[src/hw/rtl/dlqf_pkg.sv]
// Package for the diagnostic link query framer: sizes, codes, state types
// and the structs passed between the framer, the reply checker and the top.
// No dependencies.
package dlqf_pkg;

  // Capacity of the address store for a multi-address read.
  localparam int MAX_ADDRESSES = 16;

  localparam int ADDR_IDX_W = (MAX_ADDRESSES > 1) ? $clog2(MAX_ADDRESSES) : 1;
  localparam int COUNT_W    = $clog2(MAX_ADDRESSES + 1);

  // Frame layout.
  localparam int HEADER_LEN      = 6;
  localparam int BLOCK_FRAME_LEN = 11;
  localparam int BLOCK_SIZE_BYTE = 6;
  localparam int MULTI_LEN       = 3 * MAX_ADDRESSES + HEADER_LEN + 1;
  localparam int MAX_FRAME_LEN   = (MULTI_LEN > BLOCK_FRAME_LEN) ? MULTI_LEN : BLOCK_FRAME_LEN;
  localparam int POS_W           = $clog2(MAX_FRAME_LEN);
  localparam int ECHO_W          = $clog2(MAX_FRAME_LEN + 1);

  // Byte positions inside a frame.
  localparam int POS_INIT    = 0;
  localparam int POS_DEST    = 1;
  localparam int POS_SRC     = 2;
  localparam int POS_SIZE    = 3;
  localparam int POS_CMD     = 4;
  localparam int POS_PAD     = 5;
  localparam int POS_BLK_HI  = 6;
  localparam int POS_BLK_MID = 7;
  localparam int POS_BLK_LO  = 8;
  localparam int POS_BLK_CNT = 9;

  // Reply header positions.
  localparam logic [7:0] RX_POS_DEST = 8'd1;
  localparam logic [7:0] RX_POS_SIZE = 8'd3;
  localparam logic [7:0] RX_POS_CMD  = 8'd4;

  // Highest valid 24-bit address.
  localparam logic [23:0] ADDR_MAX = 24'hFFFFFF;

  // Input commands.
  localparam logic [1:0] CMD_ADD_ADDR   = 2'd0;
  localparam logic [1:0] CMD_BLOCK_READ = 2'd1;
  localparam logic [1:0] CMD_RX_BYTE    = 2'd2;

  // Result kinds.
  localparam logic [1:0] KIND_TX     = 2'd0;
  localparam logic [1:0] KIND_DATA   = 2'd1;
  localparam logic [1:0] KIND_STATUS = 2'd2;

  // Status codes.
  localparam logic [1:0] STAT_OK        = 2'd0;
  localparam logic [1:0] STAT_REJECTED  = 2'd1;
  localparam logic [1:0] STAT_WRONG_DST = 2'd2;
  localparam logic [1:0] STAT_BAD_SUM   = 2'd3;

  // Configuration register indexes.
  localparam logic [2:0] CFG_INIT_BYTE    = 3'd0;
  localparam logic [2:0] CFG_UNIT_ADDRESS = 3'd1;
  localparam logic [2:0] CFG_TOOL_ADDRESS = 3'd2;
  localparam logic [2:0] CFG_MULTI_OPCODE = 3'd3;
  localparam logic [2:0] CFG_BLOCK_OPCODE = 3'd4;

  // Configuration reset values.
  localparam logic [7:0] RST_INIT_BYTE    = 8'h80;
  localparam logic [7:0] RST_UNIT_ADDRESS = 8'h10;
  localparam logic [7:0] RST_TOOL_ADDRESS = 8'hF0;
  localparam logic [7:0] RST_MULTI_OPCODE = 8'hA8;
  localparam logic [7:0] RST_BLOCK_OPCODE = 8'hA0;

  typedef enum logic [1:0] {
    ST_IDLE,
    ST_FRAME,
    ST_REJECT,
    ST_RX
  } ctrl_state_t;

  typedef enum logic [2:0] {
    RX_IDLE,
    RX_ECHO,
    RX_HEAD,
    RX_DATA,
    RX_SUM
  } rx_phase_t;

  typedef struct packed {
    logic [7:0] init_byte;
    logic [7:0] unit_address;
    logic [7:0] tool_address;
    logic [7:0] multi_read_opcode;
    logic [7:0] block_read_opcode;
  } cfg_t;

  typedef struct packed {
    logic               start;
    logic               multi;
    logic [COUNT_W-1:0] n;
    logic [23:0]        addr;
    logic [7:0]         count_m1;
  } frm_start_t;

  typedef struct packed {
    logic       valid;
    logic [1:0] kind;
    logic [7:0] value;
    logic [1:0] status;
  } rx_result_t;

endpackage

[src/hw/rtl/diag_link_query_framer_core.sv]
// Top level of the diagnostic link query framer: command dispatch, the
// output register and the configuration registers. Depends on dlqf_pkg,
// dlqf_addr_store, dlqf_tx_framer and dlqf_rx_checker.
//
//   Channel  Direction  Handshake             Payload
//   -------  ---------  --------------------  ----------------------------------------
//   input    in         in_valid / in_stall   cmd, address, block_count,
//                                             last_address, rx_byte
//   output   out        out_valid / out_stall kind, byte_value, status, last
//   config   in         cfg_write             cfg_index, cfg_data (write only)
//
// An address that does not close a multi read is stored and the input stays ready.
// A received byte is first accepted into a holding register and then parsed against
// the reply state. A rejected block read yields a rejected status result. A query
// frame is accepted and then sent (3n+7 bytes for n addresses, 11 for a block read),
// paced by the frame sequencer that emits one byte a cycle into the output register.
// A stall on the output holds the sequencer; a new item is still accepted while the
// final result of the previous one waits in the output register.
// Reset is synchronous and returns the configuration registers to their defaults,
// empties the address list and leaves no reply outstanding. The address store
// itself is not cleared; its entries are written before they are read.
module diag_link_query_framer_core (
  input  logic        clk,
  input  logic        rst,

  input  logic        in_valid,
  output logic        in_stall,
  input  logic [1:0]  cmd,
  input  logic [23:0] address,
  input  logic [7:0]  block_count,
  input  logic        last_address,
  input  logic [7:0]  rx_byte,

  output logic        out_valid,
  input  logic        out_stall,
  output logic [1:0]  kind,
  output logic [7:0]  byte_value,
  output logic [1:0]  status,
  output logic        last,

  input  logic        cfg_write,
  input  logic [2:0]  cfg_index,
  input  logic [7:0]  cfg_data
);

  localparam int CW = dlqf_pkg::COUNT_W;
  localparam int IW = dlqf_pkg::ADDR_IDX_W;

  dlqf_pkg::ctrl_state_t state;
  dlqf_pkg::ctrl_state_t state_next;
  dlqf_pkg::cfg_t        cfg;

  logic          in_fire;
  logic          slot_free;
  logic [CW-1:0] stored_count;
  logic [CW-1:0] count_inc;
  logic          list_done;
  logic          block_reject;
  logic [24:0]   block_end;
  logic [7:0]    rx_held;

  // Address store ports.
  logic          mem_we;
  logic [IW-1:0] mem_raddr;
  logic [23:0]   mem_rdata;

  // Framer and reply checker hookup.
  dlqf_pkg::frm_start_t        frm_start;
  logic                        frm_advance;
  logic [7:0]                  frm_byte;
  logic                        frm_last;
  logic                        rx_step;
  dlqf_pkg::rx_result_t        rx_result;
  dlqf_pkg::rx_phase_t         rx_phase;

  // Output register inputs.
  logic       out_load;
  logic [1:0] kind_next;
  logic [7:0] byte_value_next;
  logic [1:0] status_next;
  logic       last_next;

  assign in_fire   = in_valid && !in_stall;
  assign slot_free = !out_valid || !out_stall;
  assign count_inc = stored_count + 1'b1;
  // The address that fills the store closes the list like a marked last one.
  assign list_done = last_address || (count_inc == CW'(dlqf_pkg::MAX_ADDRESSES));
  assign block_end = {1'b0, address} + {17'd0, block_count};
  assign block_reject = (block_count == 8'd0) || (block_end > {1'b0, dlqf_pkg::ADDR_MAX});

  dlqf_addr_store u_addr_store (
    .clk   (clk),
    .we    (mem_we),
    .waddr (stored_count[IW-1:0]),
    .wdata (address),
    .raddr (mem_raddr),
    .rdata (mem_rdata)
  );

  dlqf_tx_framer u_tx_framer (
    .clk       (clk),
    .rst       (rst),
    .cfg       (cfg),
    .start     (frm_start),
    .advance   (frm_advance),
    .rd_addr   (mem_raddr),
    .rd_data   (mem_rdata),
    .tx_byte   (frm_byte),
    .tx_last   (frm_last)
  );

  // The reply checker is armed when a frame starts, so a pending reply from
  // an earlier query is dropped at that point.
  dlqf_rx_checker u_rx_checker (
    .clk          (clk),
    .rst          (rst),
    .arm          (frm_start.start),
    .arm_len      (dlqf_pkg::ECHO_W'(frm_start.multi
                     ? 8'({frm_start.n, 1'b0}) + 8'(frm_start.n) + 8'd7
                     : 8'(dlqf_pkg::BLOCK_FRAME_LEN))),
    .step         (rx_step),
    .rx_data      (rx_held),
    .tool_address (cfg.tool_address),
    .result       (rx_result),
    .phase        (rx_phase)
  );

  // Next state.
  always_comb begin
    state_next = state;
    case (state)
      dlqf_pkg::ST_IDLE: begin
        if (in_fire) begin
          case (cmd)
            dlqf_pkg::CMD_ADD_ADDR:   state_next = list_done ? dlqf_pkg::ST_FRAME
                                                             : dlqf_pkg::ST_IDLE;
            dlqf_pkg::CMD_BLOCK_READ: state_next = block_reject ? dlqf_pkg::ST_REJECT
                                                                : dlqf_pkg::ST_FRAME;
            dlqf_pkg::CMD_RX_BYTE:    state_next = dlqf_pkg::ST_RX;
            default:                  state_next = dlqf_pkg::ST_IDLE;
          endcase
        end
      end
      dlqf_pkg::ST_FRAME: begin
        if (slot_free && frm_last) begin
          state_next = dlqf_pkg::ST_IDLE;
        end
      end
      dlqf_pkg::ST_REJECT: begin
        if (slot_free) begin
          state_next = dlqf_pkg::ST_IDLE;
        end
      end
      dlqf_pkg::ST_RX: begin
        if (!rx_result.valid || slot_free) begin
          state_next = dlqf_pkg::ST_IDLE;
        end
      end
      default: state_next = dlqf_pkg::ST_IDLE;
    endcase
  end

  // Control outputs and the value offered to the output register.
  always_comb begin
    in_stall        = (state != dlqf_pkg::ST_IDLE);
    mem_we          = 1'b0;
    frm_start       = '{start: 1'b0, multi: 1'b0, n: count_inc, addr: address,
                        count_m1: block_count - 8'd1};
    frm_advance     = 1'b0;
    rx_step         = 1'b0;
    out_load        = 1'b0;
    kind_next       = dlqf_pkg::KIND_TX;
    byte_value_next = 8'h00;
    status_next     = dlqf_pkg::STAT_OK;
    last_next       = 1'b0;
    case (state)
      dlqf_pkg::ST_IDLE: begin
        if (in_fire) begin
          case (cmd)
            dlqf_pkg::CMD_ADD_ADDR: begin
              mem_we          = 1'b1;
              frm_start.start = list_done;
              frm_start.multi = 1'b1;
            end
            dlqf_pkg::CMD_BLOCK_READ: begin
              frm_start.start = !block_reject;
            end
            default: begin
              frm_start.start = 1'b0;
            end
          endcase
        end
      end
      dlqf_pkg::ST_FRAME: begin
        frm_advance     = slot_free;
        out_load        = slot_free;
        byte_value_next = frm_byte;
        last_next       = frm_last;
      end
      dlqf_pkg::ST_REJECT: begin
        out_load    = slot_free;
        kind_next   = dlqf_pkg::KIND_STATUS;
        status_next = dlqf_pkg::STAT_REJECTED;
        last_next   = 1'b1;
      end
      dlqf_pkg::ST_RX: begin
        rx_step         = !rx_result.valid || slot_free;
        out_load        = rx_result.valid && slot_free;
        kind_next       = rx_result.kind;
        byte_value_next = rx_result.value;
        status_next     = rx_result.status;
        last_next       = 1'b1;
      end
      default: begin
        in_stall = 1'b1;
      end
    endcase
  end

  always_ff @(posedge clk) begin
    if (rst) begin
      state        <= dlqf_pkg::ST_IDLE;
      stored_count <= '0;
      out_valid    <= 1'b0;
    end else begin
      state <= state_next;
      if (frm_start.start && frm_start.multi) begin
        stored_count <= '0;
      end else if (mem_we) begin
        stored_count <= count_inc;
      end
      if (out_load) begin
        out_valid <= 1'b1;
      end else if (!out_stall) begin
        out_valid <= 1'b0;
      end
    end
  end

  always_ff @(posedge clk) begin
    if (out_load) begin
      kind       <= kind_next;
      byte_value <= byte_value_next;
      status     <= status_next;
      last       <= last_next;
    end
    if (in_fire) begin
      rx_held <= rx_byte;
    end
  end

  always_ff @(posedge clk) begin
    if (rst) begin
      cfg <= '{init_byte:         dlqf_pkg::RST_INIT_BYTE,
               unit_address:      dlqf_pkg::RST_UNIT_ADDRESS,
               tool_address:      dlqf_pkg::RST_TOOL_ADDRESS,
               multi_read_opcode: dlqf_pkg::RST_MULTI_OPCODE,
               block_read_opcode: dlqf_pkg::RST_BLOCK_OPCODE};
    end else if (cfg_write) begin
      case (cfg_index)
        dlqf_pkg::CFG_INIT_BYTE:    cfg.init_byte         <= cfg_data;
        dlqf_pkg::CFG_UNIT_ADDRESS: cfg.unit_address      <= cfg_data;
        dlqf_pkg::CFG_TOOL_ADDRESS: cfg.tool_address      <= cfg_data;
        dlqf_pkg::CFG_MULTI_OPCODE: cfg.multi_read_opcode <= cfg_data;
        dlqf_pkg::CFG_BLOCK_OPCODE: cfg.block_read_opcode <= cfg_data;
        default:                    cfg <= cfg;
      endcase
    end
  end

  // The address list never grows past the store.
  assert property (@(posedge clk) disable iff (rst)
    stored_count < CW'(dlqf_pkg::MAX_ADDRESSES))
    else $error("address list overran the store");

  // The closing byte of a frame goes out while the checker waits for the echo.
  assert property (@(posedge clk) disable iff (rst)
    (state == dlqf_pkg::ST_FRAME && out_load && frm_last) |-> rx_phase == dlqf_pkg::RX_ECHO)
    else $error("reply checker not waiting for echo at end of frame");

  // A received byte is never parsed in the cycle a new frame starts.
  assert property (@(posedge clk) disable iff (rst)
    !(rx_step && frm_start.start))
    else $error("reply parse overlaps frame start");

  // Status results carry no byte and always close the item.
  assert property (@(posedge clk) disable iff (rst)
    (out_load && kind_next == dlqf_pkg::KIND_STATUS) |=> (byte_value == 8'h00 && last))
    else $error("status result with a byte or without last");

endmodule

[src/hw/rtl/dlqf_addr_store.sv]
// Address store of the framer: a single-port-write, single-port-read memory
// with a registered read. Depends on dlqf_pkg.
module dlqf_addr_store (
  input  logic                            clk,
  input  logic                            we,
  input  logic [dlqf_pkg::ADDR_IDX_W-1:0] waddr,
  input  logic [23:0]                     wdata,
  input  logic [dlqf_pkg::ADDR_IDX_W-1:0] raddr,
  output logic [23:0]                     rdata
);

  logic [23:0] mem [dlqf_pkg::MAX_ADDRESSES];

  always_ff @(posedge clk) begin
    if (we) begin
      mem[waddr] <= wdata;
    end
  end

  always_ff @(posedge clk) begin
    rdata <= mem[raddr];
  end

endmodule

[src/hw/rtl/dlqf_tx_framer.sv]
// Query frame sequencer: walks a frame byte by byte, reading stored
// addresses from the address store and summing the checksum. Depends on dlqf_pkg.
module dlqf_tx_framer (
  input  logic                            clk,
  input  logic                            rst,
  input  dlqf_pkg::cfg_t                  cfg,
  input  dlqf_pkg::frm_start_t            start,
  input  logic                            advance,
  output logic [dlqf_pkg::ADDR_IDX_W-1:0] rd_addr,
  input  logic [23:0]                     rd_data,
  output logic [7:0]                      tx_byte,
  output logic                            tx_last
);

  localparam int PW = dlqf_pkg::POS_W;
  localparam int IW = dlqf_pkg::ADDR_IDX_W;

  logic          multi;
  logic [PW-1:0] pos;
  logic [PW-1:0] last_pos;
  logic [7:0]    size_byte;
  logic [7:0]    sum;
  logic [IW-1:0] idx;
  logic [IW-1:0] idx_next;
  logic [1:0]    sub;
  logic [23:0]   blk_addr;
  logic [7:0]    blk_count_m1;
  logic [7:0]    n3;
  logic          in_addr_bytes;

  assign n3            = 8'({start.n, 1'b0}) + 8'(start.n);
  assign in_addr_bytes = multi && (pos >= PW'(dlqf_pkg::HEADER_LEN)) && !tx_last;
  assign tx_last       = (pos == last_pos);

  // Read the next entry ahead of its bytes; during the header the read repeats,
  // so an entry written when the frame starts is seen by the address bytes.
  always_comb begin
    idx_next = idx;
    if (start.start) begin
      idx_next = '0;
    end else if (advance && in_addr_bytes && sub == 2'd2) begin
      idx_next = idx + 1'b1;
    end
  end
  assign rd_addr = idx_next;

  always_comb begin
    tx_byte = 8'h00;
    if (tx_last) begin
      tx_byte = sum;
    end else if (in_addr_bytes) begin
      case (sub)
        2'd0:    tx_byte = rd_data[23:16];
        2'd1:    tx_byte = rd_data[15:8];
        2'd2:    tx_byte = rd_data[7:0];
        default: tx_byte = 8'h00;
      endcase
    end else begin
      case (pos)
        PW'(dlqf_pkg::POS_INIT):    tx_byte = cfg.init_byte;
        PW'(dlqf_pkg::POS_DEST):    tx_byte = cfg.unit_address;
        PW'(dlqf_pkg::POS_SRC):     tx_byte = cfg.tool_address;
        PW'(dlqf_pkg::POS_SIZE):    tx_byte = size_byte;
        PW'(dlqf_pkg::POS_CMD):     tx_byte = multi ? cfg.multi_read_opcode
                                                    : cfg.block_read_opcode;
        PW'(dlqf_pkg::POS_PAD):     tx_byte = 8'h00;
        PW'(dlqf_pkg::POS_BLK_HI):  tx_byte = blk_addr[23:16];
        PW'(dlqf_pkg::POS_BLK_MID): tx_byte = blk_addr[15:8];
        PW'(dlqf_pkg::POS_BLK_LO):  tx_byte = blk_addr[7:0];
        PW'(dlqf_pkg::POS_BLK_CNT): tx_byte = blk_count_m1;
        default:                    tx_byte = 8'h00;
      endcase
    end
  end

  always_ff @(posedge clk) begin
    if (rst) begin
      pos      <= '0;
      last_pos <= '0;
      sum      <= '0;
      idx      <= '0;
      sub      <= '0;
      multi    <= 1'b0;
    end else if (start.start) begin
      pos      <= '0;
      sum      <= '0;
      idx      <= '0;
      sub      <= '0;
      multi    <= start.multi;
      last_pos <= start.multi ? PW'(n3 + 8'd6) : PW'(dlqf_pkg::BLOCK_FRAME_LEN - 1);
    end else if (advance) begin
      pos <= pos + 1'b1;
      sum <= sum + tx_byte;
      idx <= idx_next;
      if (in_addr_bytes) begin
        sub <= (sub == 2'd2) ? 2'd0 : sub + 2'd1;
      end
    end
  end

  always_ff @(posedge clk) begin
    if (start.start) begin
      size_byte    <= start.multi ? n3 + 8'd2 : 8'(dlqf_pkg::BLOCK_SIZE_BYTE);
      blk_addr     <= start.addr;
      blk_count_m1 <= start.count_m1;
    end
  end

endmodule

[src/hw/rtl/dlqf_rx_checker.sv]
// Reply parser: skips the line echo, checks the reply destination and
// checksum, and passes data bytes through. Depends on dlqf_pkg.
module dlqf_rx_checker (
  input  logic                        clk,
  input  logic                        rst,
  input  logic                        arm,
  input  logic [dlqf_pkg::ECHO_W-1:0] arm_len,
  input  logic                        step,
  input  logic [7:0]                  rx_data,
  input  logic [7:0]                  tool_address,
  output dlqf_pkg::rx_result_t        result,
  output dlqf_pkg::rx_phase_t         phase
);

  dlqf_pkg::rx_phase_t         phase_next;
  logic [7:0]                  index;
  logic [7:0]                  index_next;
  logic [7:0]                  reply_size;
  logic [7:0]                  reply_size_next;
  logic [7:0]                  reply_sum;
  logic [7:0]                  reply_sum_next;
  logic [dlqf_pkg::ECHO_W-1:0] echo_length;
  logic [8:0]                  index_inc;

  assign index_inc = {1'b0, index} + 9'd1;

  always_comb begin
    phase_next      = phase;
    index_next      = index;
    reply_size_next = reply_size;
    reply_sum_next  = reply_sum;
    result          = '{valid: 1'b0, kind: dlqf_pkg::KIND_STATUS,
                        value: 8'h00, status: dlqf_pkg::STAT_OK};
    case (phase)
      dlqf_pkg::RX_ECHO: begin
        index_next = index_inc[7:0];
        if (index_inc >= 9'(echo_length)) begin
          phase_next     = dlqf_pkg::RX_HEAD;
          index_next     = 8'd0;
          reply_sum_next = 8'd0;
        end
      end
      dlqf_pkg::RX_HEAD: begin
        reply_sum_next = reply_sum + rx_data;
        if (index == dlqf_pkg::RX_POS_DEST && rx_data != tool_address) begin
          phase_next    = dlqf_pkg::RX_IDLE;
          result.valid  = 1'b1;
          result.status = dlqf_pkg::STAT_WRONG_DST;
        end else if (index == dlqf_pkg::RX_POS_CMD) begin
          index_next = 8'd0;
          phase_next = (reply_size > 8'd1) ? dlqf_pkg::RX_DATA : dlqf_pkg::RX_SUM;
        end else begin
          if (index == dlqf_pkg::RX_POS_SIZE) begin
            // A size of zero counts as the command byte alone.
            reply_size_next = (rx_data == 8'd0) ? 8'd1 : rx_data;
          end
          index_next = index_inc[7:0];
        end
      end
      dlqf_pkg::RX_DATA: begin
        reply_sum_next = reply_sum + rx_data;
        index_next     = index_inc[7:0];
        if ({1'b0, index_inc[7:0]} + 9'd1 >= {1'b0, reply_size}) begin
          phase_next = dlqf_pkg::RX_SUM;
        end
        result.valid = 1'b1;
        result.kind  = dlqf_pkg::KIND_DATA;
        result.value = rx_data;
      end
      dlqf_pkg::RX_SUM: begin
        phase_next    = dlqf_pkg::RX_IDLE;
        result.valid  = 1'b1;
        result.status = (rx_data == reply_sum) ? dlqf_pkg::STAT_OK : dlqf_pkg::STAT_BAD_SUM;
      end
      default: begin
        phase_next = phase;
      end
    endcase
  end

  always_ff @(posedge clk) begin
    if (rst) begin
      phase       <= dlqf_pkg::RX_IDLE;
      index       <= '0;
      reply_size  <= '0;
      reply_sum   <= '0;
      echo_length <= '0;
    end else if (arm) begin
      phase       <= dlqf_pkg::RX_ECHO;
      index       <= '0;
      reply_size  <= '0;
      reply_sum   <= '0;
      echo_length <= arm_len;
    end else if (step) begin
      phase      <= phase_next;
      index      <= index_next;
      reply_size <= reply_size_next;
      reply_sum  <= reply_sum_next;
    end
  end

endmodule
[config.mk]
export PLATFORM = sky130hd
export DESIGN_NAME = diag_link_query_framer_core
export DESIGN_NICKNAME = d
export VERILOG_FILES = /design/src/hw/rtl/dlqf_pkg.sv /design/src/hw/rtl/diag_link_query_framer_core.sv /design/src/hw/rtl/dlqf_addr_store.sv /design/src/hw/rtl/dlqf_tx_framer.sv /design/src/hw/rtl/dlqf_rx_checker.sv
export SDC_FILE = /design/constraint.sdc
export NUM_CORES = 1
export LEC_CHECK = 0
export BUFFER_PORTS_ARGS = -buffer_cell sky130_fd_sc_hd__buf_2
export CORE_UTILIZATION = 30
export CTS_CLUSTER_SIZE = 40
export DETAILED_ROUTE_END_ITERATION = 8
export GPL_ROUTABILITY_DRIVEN = 0
export MAX_ROUTING_LAYER = met4
export SLEW_MARGIN = 20
export SYNTH_ARGS = -nofsm -noshare
export SYNTH_HDL_FRONTEND = slang
export SYNTH_HIERARCHICAL = 1
export SYNTH_SLANG_ARGS = --single-unit
export TNS_END_PERCENT = 5
[constraint.sdc]
create_clock -name clk -period 13.3 [get_ports clk]
set_clock_uncertainty 0.05 [all_clocks]
set_input_delay 0 -clock clk [delete_from_list [all_inputs] [get_ports clk]]
set_output_delay 0 -clock clk [all_outputs]
set_load 0.01 [all_outputs]
# Word level (Yosys, flattened, before mapping)
# Memory sizes are Yosys's and may differ from the RTL's. A register that Yosys moved wholly into a read port is not among the register bits.
# Cells that the tools add are included.
totals:
  memories: 1
  elab_cells: 198
  regBits: 169
  in_bits: 59
  out_inout_bits: 15
  ramBits: 384
classes:
  bitwise: 2
  mux: 56
  n_eq_ne: 42
  magnitude_cmp: 5
  add_sub_neg: 14
  n_reduce_logical: 50
memory_table:
  columns: ["name", "depth", "width", "rd", "rd_clocked_by_memory_dff", "wr", "line_no", "text"]
  rows:
  - ["u_addr_store.mem", 16, 24, 1, 1, 1, "dlqf_addr_store.sv:12", "logic [23:0] mem [dlqf_pkg::MAX_ADDRESSES];"]
ops:
  columns: ["cell", "count"]
  rows:
  - ["$pmux W8 S9", 1]
  - ["$mux W8", 8]
  - ["$pmux W8 S3", 2]
  - ["$pmux W8 S2", 2]
  - ["$add A24 B8 Y25", 1]
  - ["$gt A25 B24 Y1 const B", 1]
  - ["$mux W2", 10]
  - ["$add A8 B1 Y9 const B", 2]
  - ["$eq A6 B3 Y1 const B", 3]
  - ["$add A8 B8 Y8", 2]
  - ["$logic_not A8 Y1", 2]
  - ["$mux W3", 5]
  - ["$reduce_and A5 Y1", 3]
  - ["$mux W1", 13]
  - ["$add A6 B3 Y6 const B", 2]
  - ["$eq A3 B2 Y1 const B", 4]
  - ["$eq A6 B2 Y1 const B", 2]
  - ["$eq A6 B4 Y1 const B", 2]
  - ["$mux W6", 2]
  - ["$pmux W2 S2", 3]
  - ["$pmux W3 S4", 1]
  - ["$reduce_and A2 Y1", 6]
  - ["$reduce_or A2 Y1", 6]
  - ["$mux W10", 1]
  - ["45 further kinds", 85]

# Logic depth before layout (Yosys ltp)
# Gate-level depths: netlist of run 1.
depth:
  ltp_word: 9
  ltp_mapped: 19
  depth_no_buf: 18

# Modules after synthesis
# Netlist of run 1, hierarchy kept.
by_module_without_submodules:
  columns: ["module", "area_each_um2", "seq_area_each_um2", "n_inst", "cells_each"]
  rows:
  - ["dlqf_addr_store", 14930.6, 12011.5, 1, 636]
  - ["dlqf_tx_framer", 3951.3, 1741.7, 1, 392]
  - ["diag_link_query_framer_core", 3429.5, 1591.5, 1, 374]
  - ["dlqf_rx_checker", 2696.3, 660.6, 1, 318]

# Worst setup path after synthesis of run 1
# Ideal clock, no wire load.
synth_path:
  path_type: "register to register"
  startpoint: "reg state[0]"
  endpoint: "reg u_addr_store.rdata[10] (read register of u_addr_store.mem)"
  path_slack_ns: 8.294
  path_stages_with_launch: 15
  arrival_ns: 4.836
  setup_time_ns: 0.120
  t_required_ns: 13.130
  synth_period_minus_slack_ns: 5.006
  path_buffers: 5
  cell_sequence: "dfxtp_1 > inv_1 > ha_1 > and2_1 > nand2_1 > o2bb2ai_1 > clkbuf_1 > clkbuf_1 > nor2_1 > clkbuf_1 > buf_6 > buf_6 > mux4_2 > a22oi_1 > nand2_1"
synth_lines:
  columns: ["element", "line_no", "text"]
  rows:
  - ["start, declared", "diag_link_query_framer_core.sv:49", "dlqf_pkg::ctrl_state_t state;"]
  - ["start signal, assigned", "diag_link_query_framer_core.sv:222", "state <= dlqf_pkg::ST_IDLE;"]
  - ["start signal, assigned", "diag_link_query_framer_core.sv:226", "state <= state_next;"]
  - ["end, declared", "dlqf_addr_store.sv:9", "output logic [23:0] rdata"]

# Final worst setup path of run 1
layout_path:
  startpoint: "reg u_tx_framer.pos[0]"
  endpoint: "reg u_tx_framer.sum[7]"
layout_between:
  elab_chain_len: 6
  word_cells_on_any_way: 18
  classes_between: "add/sub (1); order compare (1); eq/ne (9); mux (3); reduce/logical (4)"
layout_lines:
  columns: ["element", "line_no", "text"]
  rows:
  - ["start, declared", "dlqf_tx_framer.sv:19", "logic [PW-1:0] pos;"]
  - ["start signal, assigned", "dlqf_tx_framer.sv:92", "pos <= pos + 1'b1;"]
  - ["$ge A6 B3 Y1 / $eq A6 B6 Y1 (equally long branches)", "dlqf_tx_framer.sv:32, dlqf_tx_framer.sv:33", null]
  - ["$logic_and A1 B1 Y1 / $logic_not A1 Y1 (equally long branches)", "dlqf_tx_framer.sv:32", "assign in_addr_bytes = multi && (pos >= PW'(dlqf_pkg::HEADER_LEN)) && !tx_last;"]
  - ["$logic_and A1 B1 Y1", "dlqf_tx_framer.sv:32", null]
  - ["$mux W8", "dlqf_tx_framer.sv:51", "end else if (in_addr_bytes) begin"]
  - ["$mux W8 (*)", "dlqf_tx_framer.sv:49", "if (tx_last) begin"]
  - ["net frm_byte[2]", "diag_link_query_framer_core.sv:70", "logic [7:0] frm_byte;"]
  - ["$add A8 B8 Y8 (*)", "dlqf_tx_framer.sv:93", "sum <= sum + tx_byte;"]
  - ["end signal, assigned", "dlqf_tx_framer.sv:93", null]
  - ["end, declared", "dlqf_tx_framer.sv:22", "logic [7:0] sum;"]
# The timed path passes the listed nets; every way through them passes the cells marked *.
# A chain may end at the register's enable or synchronous reset.

==> results of run 1 <==
## state kept, by name, indices dropped and copies added (netlist names), 8 cells and up
register                  count
cfg                          40
u_addr_store/mem            384
u_rx_checker/index            8
u_tx_framer/blk_addr         24
u_tx_framer/sum               8
u_tx_framer/blk_count_m1      8
u_tx_framer/size_byte         8
byte_value                    8
rx_held                       8
u_rx_checker/reply_size       8
u_addr_store/rdata           24
u_rx_checker/reply_sum        8
## layout by cell type (no fill, tap or decap), types with 6 or more instances in the layout
cell type and instances:
edfxtp_1 445, and3_1 16, nor3_1 13, clkbuf_16 59, a32o_1 6, a31oi_1 13, inv_1 51, dlygate4sd3_1 82
xnor2_1 39, nand2b_1 13, dfxtp_1 132, o21ai_0 27, nor2_1 86, a22o_1 8, and2_1 11, clkbuf_1 8
nand4_1 23, buf_16 7, or4_1 6, nand3_1 31, o2bb2ai_1 7, xor2_1 26, a22oi_1 57, a21oi_1 79
nor4_1 8, mux4_2 97, mux2i_1 48, ha_1 69, clkinv_2 14, buf_2 73, nand2_1 154, buf_4 16
nor2b_1 15, nor2_4 12, clkinv_1 10, a21o_1 10, a221oi_1 9, nand3b_1 7
## path summary, 6_finish.rpt
kind / startpoint / cells after the start / to
max: u_tx_framer/pos[0]$_SDFFE_PP0P_ / 15 / u_tx_framer/sum[7]$_SDFFE_PP0P_
min: rx_byte[6] / 2 / rx_held[6]$_DFFE_PP_
max reg2reg: u_tx_framer/pos[0]$_SDFFE_PP0P_ / 15 / u_tx_framer/sum[7]$_SDFFE_PP0P_
min reg2reg: u_rx_checker/reply_sum[0]$_SDFFE_PP0P_ / 2 / u_rx_checker/reply_sum[0]$_SDFFE_PP0P_
## report_power, final
group	internal [W]	switching, W	total (W)
Combinational	0.0000625	0.000110	0.000173
Sequential	0.00196	0.0000178	0.00198
Clock	0.000924	0.000716	0.00164
Total	0.00295	0.000844	0.00379
## per-layer routing
| layer | up-vias | GRT usage, % | share of wire (%) |
|---|---|---|---|
| met5 | - | - | 0 |
| met2 | 547 | 24.1 | 46 |
| li1 | 6915 | - | - |
| met4 | 0 | 3.83 | 2.1 |
| met1 | 7814 | 21.5 | 45 |
| met3 | 104 | 3.06 | 7.3 |
## layout make-up
class                      instances  share of cell area (%)
sequential                       577                    54.2
multi-input combinational       1001                    28.9
inverter                          52                   0.661
clock inverter                    35                    1.15
timing repair buffer             181                    5.24
tap                             1070                    4.53
clock buffer                      73                    5.35
antenna                            3                  0.0254
## stage by stage
| step | std cells | setup WS [ps] | util [%] |
|---|---|---|---|
| finish | 2992 | 8390 | 35.9 |
| global route | 2992 | 7990 | 35.9 |
| CTS | 2986 | 8420 | 35.8 |
| detailed placement | 2796 | 8470 | 32.5 |
| global placement | 2790 | 8270 | 32.3 |
| floorplan | 1720 | 8290 | - |
## logic make-up after synthesis
logic type | after synthesis
adder cells (fa/ha/maj) | 73
AO/OA/AOI/OAI | 273
multiplexers | 145
buffers and inverters | 142
AND/OR/NAND/NOR | 445
XOR/XNOR | 65
flip-flops | 577
## timing repair
item                                   CTS  global route
endpoints found under the hold margin  498             0
hold buffers                            82             0
buffers inserted                         0             0
## critical path, cell delays in order, from the launching register on
cell	delay (ps)
dfxtp_1	480
inv_1	100
ha_1	250
o21a_1	210
o41ai_4	260
a41oi_1	240
or4_1	760
a31oi_1	210
a21oi_1	120
o21ai_0	450
ha_1	350
a21oi_1	250
o21ai_0	180
o41ai_1	410
mux4_2	370
a31oi_1	150
==> impl_metrics.ini, run 1 <==
[grt]
grt_start_max_net_pins = 97
antenna_found_initial = 3
grt_pass1_vias = 15500
grt_usage_pct = 15.8
grt.overflow.total = 0
grt_first_pass_wirelength_um = 97900

[finish]
ff_latch_area_um2 = 16000
syn_to_final_growth_pct = 18.1
drive_gt1_share_pct = 17.7
multi_input_area_um2 = 8520
fill_cells = 7792
final_area_um2 = 29500
nets = 2002

[synth]
seq_area_frac_synth_pct = 64.0
async_flop_share_pct = 0
syn-num-nets = 1852
synth_area_leader_cell = edfxtp_1
ys.flop_type = edfxtp_1
synth_fa_ha_area_share_pct = 3.77
synth_simple_gate_area_share_pct = 9.01
synth_area_per_cell_um2 = 14.5
yosysMostFrequentCell = edfxtp_1
synth_compound_area_share_pct = 7.73
yosys-top-cells-area = edfxtp_1 (53%), dfxtp_1 (11%), mux4_2 (8.7%), ha_1 (3.5%), nand2_1 (2.3%)
syn_area_um2 = 25000
synth-edff-count = 445
ys_seq_elements = 577
synthMuxAreaShare_pct = 10.7
synthXorXnorAreaFrac_pct = 2.28
synth_top_family_by_area = multiplexers
yosysWarnings = 6
netlist_instances = 1720
yosys.area.top_type_share_pct = 53.4
ys_types = 88
synth_commonest_cells = edfxtp_1 (445), nand2_1 (154), dfxtp_1 (132), nor2_1 (101), mux4_2 (97)

[sta]
holdWs_ps = 46.9
worst_pin_slew_ps = 1170
final.setup.tns_ps = 0
fin_crit_ps = 4910
hold_violations = 0
maxSlewViolCount = 0
finalCritPeriodShare_pct = 36.9
maxSlewHeadroom_pct = 22.1
rsz0062_at_grt = false
finalSetupViolCount = 0
fmax_mhz = 204

[cts]
clkTransAtPathRegs_ps = 60
clk_latency_ps = 640
clock_path_buffers = 3
cts-root-buf = clkbuf_16
cts_buffers = 57
cts_resized = 0
cts_tree = built
numClockSinks = 577
cts_max_level = 2

[floorplan]
design.portCount = 74
die_x_um = 291
placementRows = 105
die_area_um2 = 84500
die_h_um = 291
coreArea_um2 = 82200
start_util_pct = 30.4

[route]
first_pass_iters = 5
avgRoutedWirePerCell_um = 21.9
drt-total-wl_um = 65400
drc = 0
drtAntennaViolNets = 0
vias_per_cell = 5.14
vias = 15400
first_iter_violations = 1618

[worst_setup_path]
setup.worst_path.start_class = register
required_ps = 13800
critical_path_class = reg2reg
end_kind = register
reg2reg_setup_slack_ps = 8390
worst_ep_arrival_time_ps = 5410
critPathMaxFanout = 11

[pwr]
power.total_w = 0.00379
cellPowerDensity_nw_per_um2 = 128
irDropWorstVdd_uv = 100
p_leak_nw = 9.87

[placement]
io_buffers = 73
dp_hpwl_um = 40500
placed_area_um2 = 26700

[hold_path]
hold_path_class = in2reg

[status]
outcome = finished clean

[flow_run]
maxCapViolCount = 0
No activity file was read; power rests on OpenSTA's default activity.
==> run 2: changes to the inputs <==
--- a/config.mk
+++ b/config.mk
@@ -5,6 +5,7 @@
 export SDC_FILE = /design/constraint.sdc
 export NUM_CORES = 1
 export LEC_CHECK = 0
+export ABC_AREA = 1
 export BUFFER_PORTS_ARGS = -buffer_cell sky130_fd_sc_hd__buf_2
 export CORE_UTILIZATION = 30
 export CTS_CLUSTER_SIZE = 40
==> constraint.sdc (replaced) <==
create_clock -name clk -period 4.3 [get_ports clk]
set_clock_uncertainty 0.05 [all_clocks]
set_input_delay 0 -clock clk [delete_from_list [all_inputs] [get_ports clk]]
set_output_delay 0 -clock clk [all_outputs]
set_load 0.01 [all_outputs]
==> run 2 against run 1 <==
  * Critical path depth up 4
  * Fmax up 26%
  * Non-clock buffer count increased by 27
  * Critical endpoint is now u_addr_store/rdata[17]$_DFF_P_
  * Largest cell class unchanged
==> impl_metrics.ini, run 2 <==
[worst_setup_path]
reg2reg_from = stored_count[0]$_SDFFE_PP0P_
critical_path_class = reg2reg
end_kind = register
reg2reg_setup_slack_ps = 400
regToRegEndpoint = u_addr_store/rdata[17]$_DFF_P_
worstRegToRegCells = 19
setup.worst_path.start_class = register
crit_start = stored_count[0]$_SDFFE_PP0P_
critPathMaxFanout = 27
required_ps = 4760
endpoint = u_addr_store/rdata[17]$_DFF_P_
worst_ep_arrival_time_ps = 4360

[pwr]
p_leak_nw = 13.6
cellPowerDensity_nw_per_um2 = 406
power.total_w = 0.0131
irDropWorstVdd_uv = 337

[finish]
largest_reg_flops = 384
fin_cells = 4302
reg.largest.list = u_addr_store/mem x384, cfg x40
layout_common_cells = nand2_1 (780), inv_1 (466), edfxtp_1 (445)
layout_commonest_cell = nand2_1
syn_to_final_growth_pct = 18.7
final_area_um2 = 32100
regMostFlops = u_addr_store/mem
post-route-util_pct = 36.1
n_antenna_cell = 0
nets = 3219
drive_gt1_share_pct = 10.6

[cts]
cts_max_level = 2
cts_buffers = 58
clkTransAtPathRegs_ps = 70
clk_latency_ps = 650
numClockSinks = 577
cts-root-buf = clkbuf_16
clock_path_buffers = 3
cts_tree = built

[synth]
async_flop_share_pct = 0
netlist_instances = 2919
synthXorXnorAreaFrac_pct = 1.13
ys_seq_elements = 577
syn_area_um2 = 27100
syn-num-nets = 3051
synth-edff-count = 445
yosysMostFrequentCell = nand2_1
synth_top_family_by_area = simple AND/OR/NAND/NOR gates
seq_area_frac_synth_pct = 59.1
synth_area_leader_cell = edfxtp_1
yosys-top-cells-area = edfxtp_1 (49%), nand2_1 (11%), dfxtp_1 (9.8%), nand3_1 (6.8%), inv_1 (6.5%)
synth_simple_gate_area_share_pct = 22.6
synth_area_per_cell_um2 = 9.28
yosys.area.top_type_share_pct = 49.4
yosysWarnings = 6
ys.flop_type = edfxtp_1
synth_fa_ha_area_share_pct = 3.48
synth_compound_area_share_pct = 5.02
synth_commonest_cells = nand2_1 (780), inv_1 (472), edfxtp_1 (445), nand3_1 (368), nor2_1 (181)
synthMuxAreaShare_pct = 0
ys_types = 54

[floorplan]
start_util_pct = 30.4
placementRows = 109
die_x_um = 302
die_area_um2 = 91500
die_h_um = 302
design.portCount = 74
coreArea_um2 = 88900

[grt]
grt_usage_pct = 16.4
grt_pass1_vias = 18900
grt_start_max_net_pins = 128
grt.overflow.total = 0
antenna_found_initial = 9
grt_first_pass_wirelength_um = 112000

[hold_path]
hold_path_class = in2reg

[sta]
fmax_mhz = 256
fin_crit_ps = 3900
maxSlewHeadroom_pct = 45.0
rsz0062_at_grt = false
finalSetupViolCount = 0
hold_violations = 0
finalCritPeriodShare_pct = 90.8
worst_pin_slew_ps = 823
final.setup.tns_ps = 0
maxSlewViolCount = 0

[status]
outcome = finished clean

[route]
vias_per_cell = 4.68
drc = 0
vias = 20100
drtAntennaViolNets = 0
drt-total-wl_um = 73400
first_pass_iters = 6
first_iter_violations = 1726
avgRoutedWirePerCell_um = 17.1

[placement]
dp_hpwl_um = 46400
placed_cells = 4113
io_buffers = 73
placed_area_um2 = 29100

[flow_run]
maxCapViolCount = 0
[run 2: cell types whose count changed after synthesis, sizes merged, moves of 59 or more]
cell,previous run,this run
mux4,97,0
nand3,35,377
nand2,154,789
nor2,101,200
o21ai,28,87
inv,51,485
[run 2: worst min path at each step]
| stage | start | to | slack [ps] | depth (start not counted) |
|---|---|---|---|---|
| 6_report | rx_byte[1] | rx_held[1]$_DFFE_PP_ | 30 | 2 |
| 5_1_grt | rx_byte[2] | rx_held[2]$_DFFE_PP_ | 20 | 2 |
| 4_1_cts | rx_byte[1] | rx_held[1]$_DFFE_PP_ | 0.5 | 2 |
| 3_5_place_dp | rx_byte[1] | rx_held[1]$_DFFE_PP_ | 130 | 1 |
| 3_3_place_gp | rx_byte[6] | rx_held[6]$_DFFE_PP_ | 130 | 1 |
| 2_1_floorplan | rst | out_valid$_SDFFE_PP0P_ | 20 | 1 |
[run 2: worst max-delay path: stages (launching register included)]
cell and delay [ps]:
dfxtp_1 460, ha_1 250, nand2_1 60, nand2_1 170, ha_1 170, nand2_1 50
inv_1 40, nand2_1 50, nand2_1 80, nand2_2 50, dlygate4sd3_1 600, a21oi_4 290
inv_1 130, nand3_2 120, inv_2 60, inv_2 240, buf_4 470, nand3_1 140
nand3_1 120, nand2_1 150
[run 2: power breakdown]
group          total, W  internal, W  switching, W
clock           0.00577      0.00346       0.00231
combinational   0.00109     0.000357      0.000733
sequential      0.00620      0.00611     0.0000890
[run 2: stage by stage]
| step | setup WS [ps] | hold slack, ps |
|---|---|---|
| after floorplan | 348 | 19.1 |
| after global placement | 685 | 130 |
| after detailed placement | 660 | 130 |
| after CTS | 133 | 0.539 |
| after global routing | 32.3 | 22.2 |
| final | 396 | 34.7 |
[run 2: cell type report]
cell class | instances | area (µm²)
Multi-Input combinational cell | 1753 | 8870
Clock buffer | 70 | 1600
Tap cell | 1165 | 1460
Timing Repair Buffer | 208 | 1720
Clock inverter | 40 | 611
Sequential cell | 577 | 16000
Fill cell | 8861 | 56800
Inverter | 489 | 1870
[run 2: logic make-up after synthesis]
group | count (synthesis)
buffers and inverters | 589
adder cells (fa/ha/maj) | 73
AO/OA/AOI/OAI | 230
XOR/XNOR | 34
flip-flops | 577
AND/OR/NAND/NOR | 1416
[run 2: repair_timing]
action,CTS,global route
setup endpoints to repair,0,25
endpoints found under the hold margin,509,0
hold buffers,78,0
setup buffers,0,0
gates resized for setup,0,7
[run 2: routing by layer]
| metal | global-route usage [%] | wire (µm) | up-vias |
|---|---|---|---|
| met2 | 25.7 | 33800 | 599 |
| met4 | 4.08 | 1760 | 0 |
| met1 | 22.3 | 33300 | 9546 |
| met3 | 2.16 | 4580 | 124 |
| met5 | - | 0 | - |
| li1 | - | - | 9848 |
==> run 3: changes to the inputs <==
--- a/config.mk
+++ b/config.mk
@@ -8,10 +8,10 @@
 export ABC_AREA = 1
 export BUFFER_PORTS_ARGS = -buffer_cell sky130_fd_sc_hd__buf_2
 export CORE_UTILIZATION = 30
-export CTS_CLUSTER_SIZE = 40
 export DETAILED_ROUTE_END_ITERATION = 8
 export GPL_ROUTABILITY_DRIVEN = 0
 export MAX_ROUTING_LAYER = met4
+export RECOVER_POWER = 50
 export SLEW_MARGIN = 20
 export SYNTH_ARGS = -nofsm -noshare
 export SYNTH_HDL_FRONTEND = slang
==> run 3 against run 2 <==
  * Register-to-register slack got worse by 30 ps
  * Worst hold slack worse by 2.3 ps
  * First-iteration DRC count rose by 4.0%
  * Combinational power barely moved
==> impl_metrics.ini, run 3 (synthesized netlist as in run 2, its figures left out) <==
[worst_setup_path]
crit_start = stored_count[0]$_SDFFE_PP0P_
worstPathCellList = ha_1, nand2_1, nand2_1, ha_1, nand2_1, inv_1, nand2_1, nand2_1, nand2_2, dlygate4sd3_1, a21oi_4, inv_1, nand3_2, inv_2, inv_2, buf_4, nand3_1, nand3_1, nand2_1
crit_top_cell = nand2_1
reg2reg_from = stored_count[0]$_SDFFE_PP0P_
end_kind = register
max_stage_delay_ps = 600
cp.buffers_inverters = 6
worst_ep_arrival_time_ps = 4380
cp_slowest_cell = dlygate4sd3_1
required_ps = 4750
critical_path_class = reg2reg
critPathMaxFanout = 27
setup.worst_path.start_class = register
cp_top_family = buffers and inverters

[grt]
grt.overflow.total = 0
grt_usage_pct = 16.4
grt_pass1_vias = 18900
grt_start_max_net_pins = 128
antenna_found_initial = 9
grt_first_pass_wirelength_um = 112000

[sta]
maxSlewViolCount = 0
worst_pin_slew_ps = 1230
finalCritPeriodShare_pct = 91.5
finalSetupViolCount = 0
fmax_mhz = 254
final.setup.tns_ps = 0
rsz0062_at_grt = false
fin_crit_ps = 3930
holdWs_ps = 32.4
maxSlewHeadroom_pct = 18.2
hold_violations = 0

[pwr]
cellPowerDensity_nw_per_um2 = 408
p_leak_nw = 13.4
irDropWorstVdd_uv = 334

[floorplan]
die_h_um = 302
die_x_um = 302
design.portCount = 74
placementRows = 109
coreArea_um2 = 88900
start_util_pct = 30.4
die_area_um2 = 91500

[flow_run]
maxCapViolCount = 0

[finish]
syn_to_final_growth_pct = 18.2
largest_reg_flops = 384
layout_commonest_cell = nand2_1
drive_gt1_share_pct = 8.51
regMostFlops = u_addr_store/mem
reg.largest.list = u_addr_store/mem x384, cfg x40
nets = 3219
layout_common_cells = nand2_1 (781), inv_1 (468), edfxtp_1 (445)
post-route-util_pct = 36.0
fill_cells = 8884

[cts]
numClockSinks = 577
clock_path_buffers = 3
clk_latency_ps = 660
cts_tree = built
cts-root-buf = clkbuf_16
clkTransAtPathRegs_ps = 70
cts_max_level = 2
cts_buffers = 58

[route]
first_pass_iters = 5
drtAntennaViolNets = 0
drc = 0
vias = 20200
first_iter_violations = 1795
avgRoutedWirePerCell_um = 17.1
vias_per_cell = 4.69
drt-total-wl_um = 73700

[hold_path]
min_from = rx_byte[1]
hold_path_class = in2reg

[placement]
io_buffers = 73
dp_hpwl_um = 46400

[status]
outcome = finished clean
==> run 3: changes by cell type in the layout (fill, tap and decap cells not counted), moves of 2 or more <==
cell	before	now
inv_2	13	10
nor2_1	164	166
clkbuf_1	4	60
buf_4	46	33
buf_2	73	30
inv_1	466	468
==> run 3: final timing paths <==
path | to | slack (ps) | depth (start not counted)
setup reg to reg | u_addr_store/rdata[17]$_DFF_P_ | 370 | 19
setup / recovery | u_addr_store/rdata[17]$_DFF_P_ | 370 | 19
hold / removal | rx_held[1]$_DFFE_PP_ | 30 | 2
hold reg to reg | cfg[15]$_SDFFE_PP1P_ | 410 | 2
==> run 3: timing repair <==
action,CTS,global route
gates resized for setup,0,7
setup endpoints to repair,0,25
hold endpoints to repair,509,0
hold buffers,78,0
buffers inserted,0,0
==> run 3: worst register-to-register path, cell delays in order (launching register included) <==
cell	delay, ps
dfxtp_1	460
ha_1	250
nand2_1	60
nand2_1	170
ha_1	170
nand2_1	50
inv_1	40
nand2_1	50
nand2_1	80
nand2_2	50
dlygate4sd3_1	600
a21oi_4	290
inv_1	140
nand3_2	120
inv_2	60
inv_2	250
buf_4	490
nand3_1	160
nand3_1	110
nand2_1	160
==> run 3: area by class of cell <==
type	instances	area (µm²)	area share, %
clock buffers	70	1600	5.00
inverters	489	1870	5.83
clock inverters	40	611	1.91
repair buffers	208	1620	5.07
diodes	1	2.50	0.00782
well taps	1165	1460	4.55
multi-input cells	1753	8840	27.6
flip-flops and latches	577	16000	50.0
==> run 3: report_power, final <==
group,internal (W),switching (W)
clock network,0.00346,0.00231
logic,0.000346,0.000733
registers,0.00612,0.0000896
==> run 3: routing by layer <==
layer,vias to the layer above,global-route usage (%),wire (µm)
li1,9856,-,-
met1,9561,22.3,33300
met2,634,25.7,33600
met3,115,2.16,5070
met4,0,4.08,1680
met5,-,-,0
==> run 3: metrics by stage <==
step / setup slack, ps / power [W] / std cells / instance area (µm²)
after global placement: 685 / 0.00733 / 4113 / 29100
final: 366 / 0.0131 / 4303 / 32000
after floorplan: 348 / 0.00692 / 2919 / 27100
after CTS: 133 / 0.0131 / 4301 / 32100
after detailed placement: 660 / 0.00734 / 4113 / 29100
after global routing: 31.8 / 0.0135 / 4302 / 32000
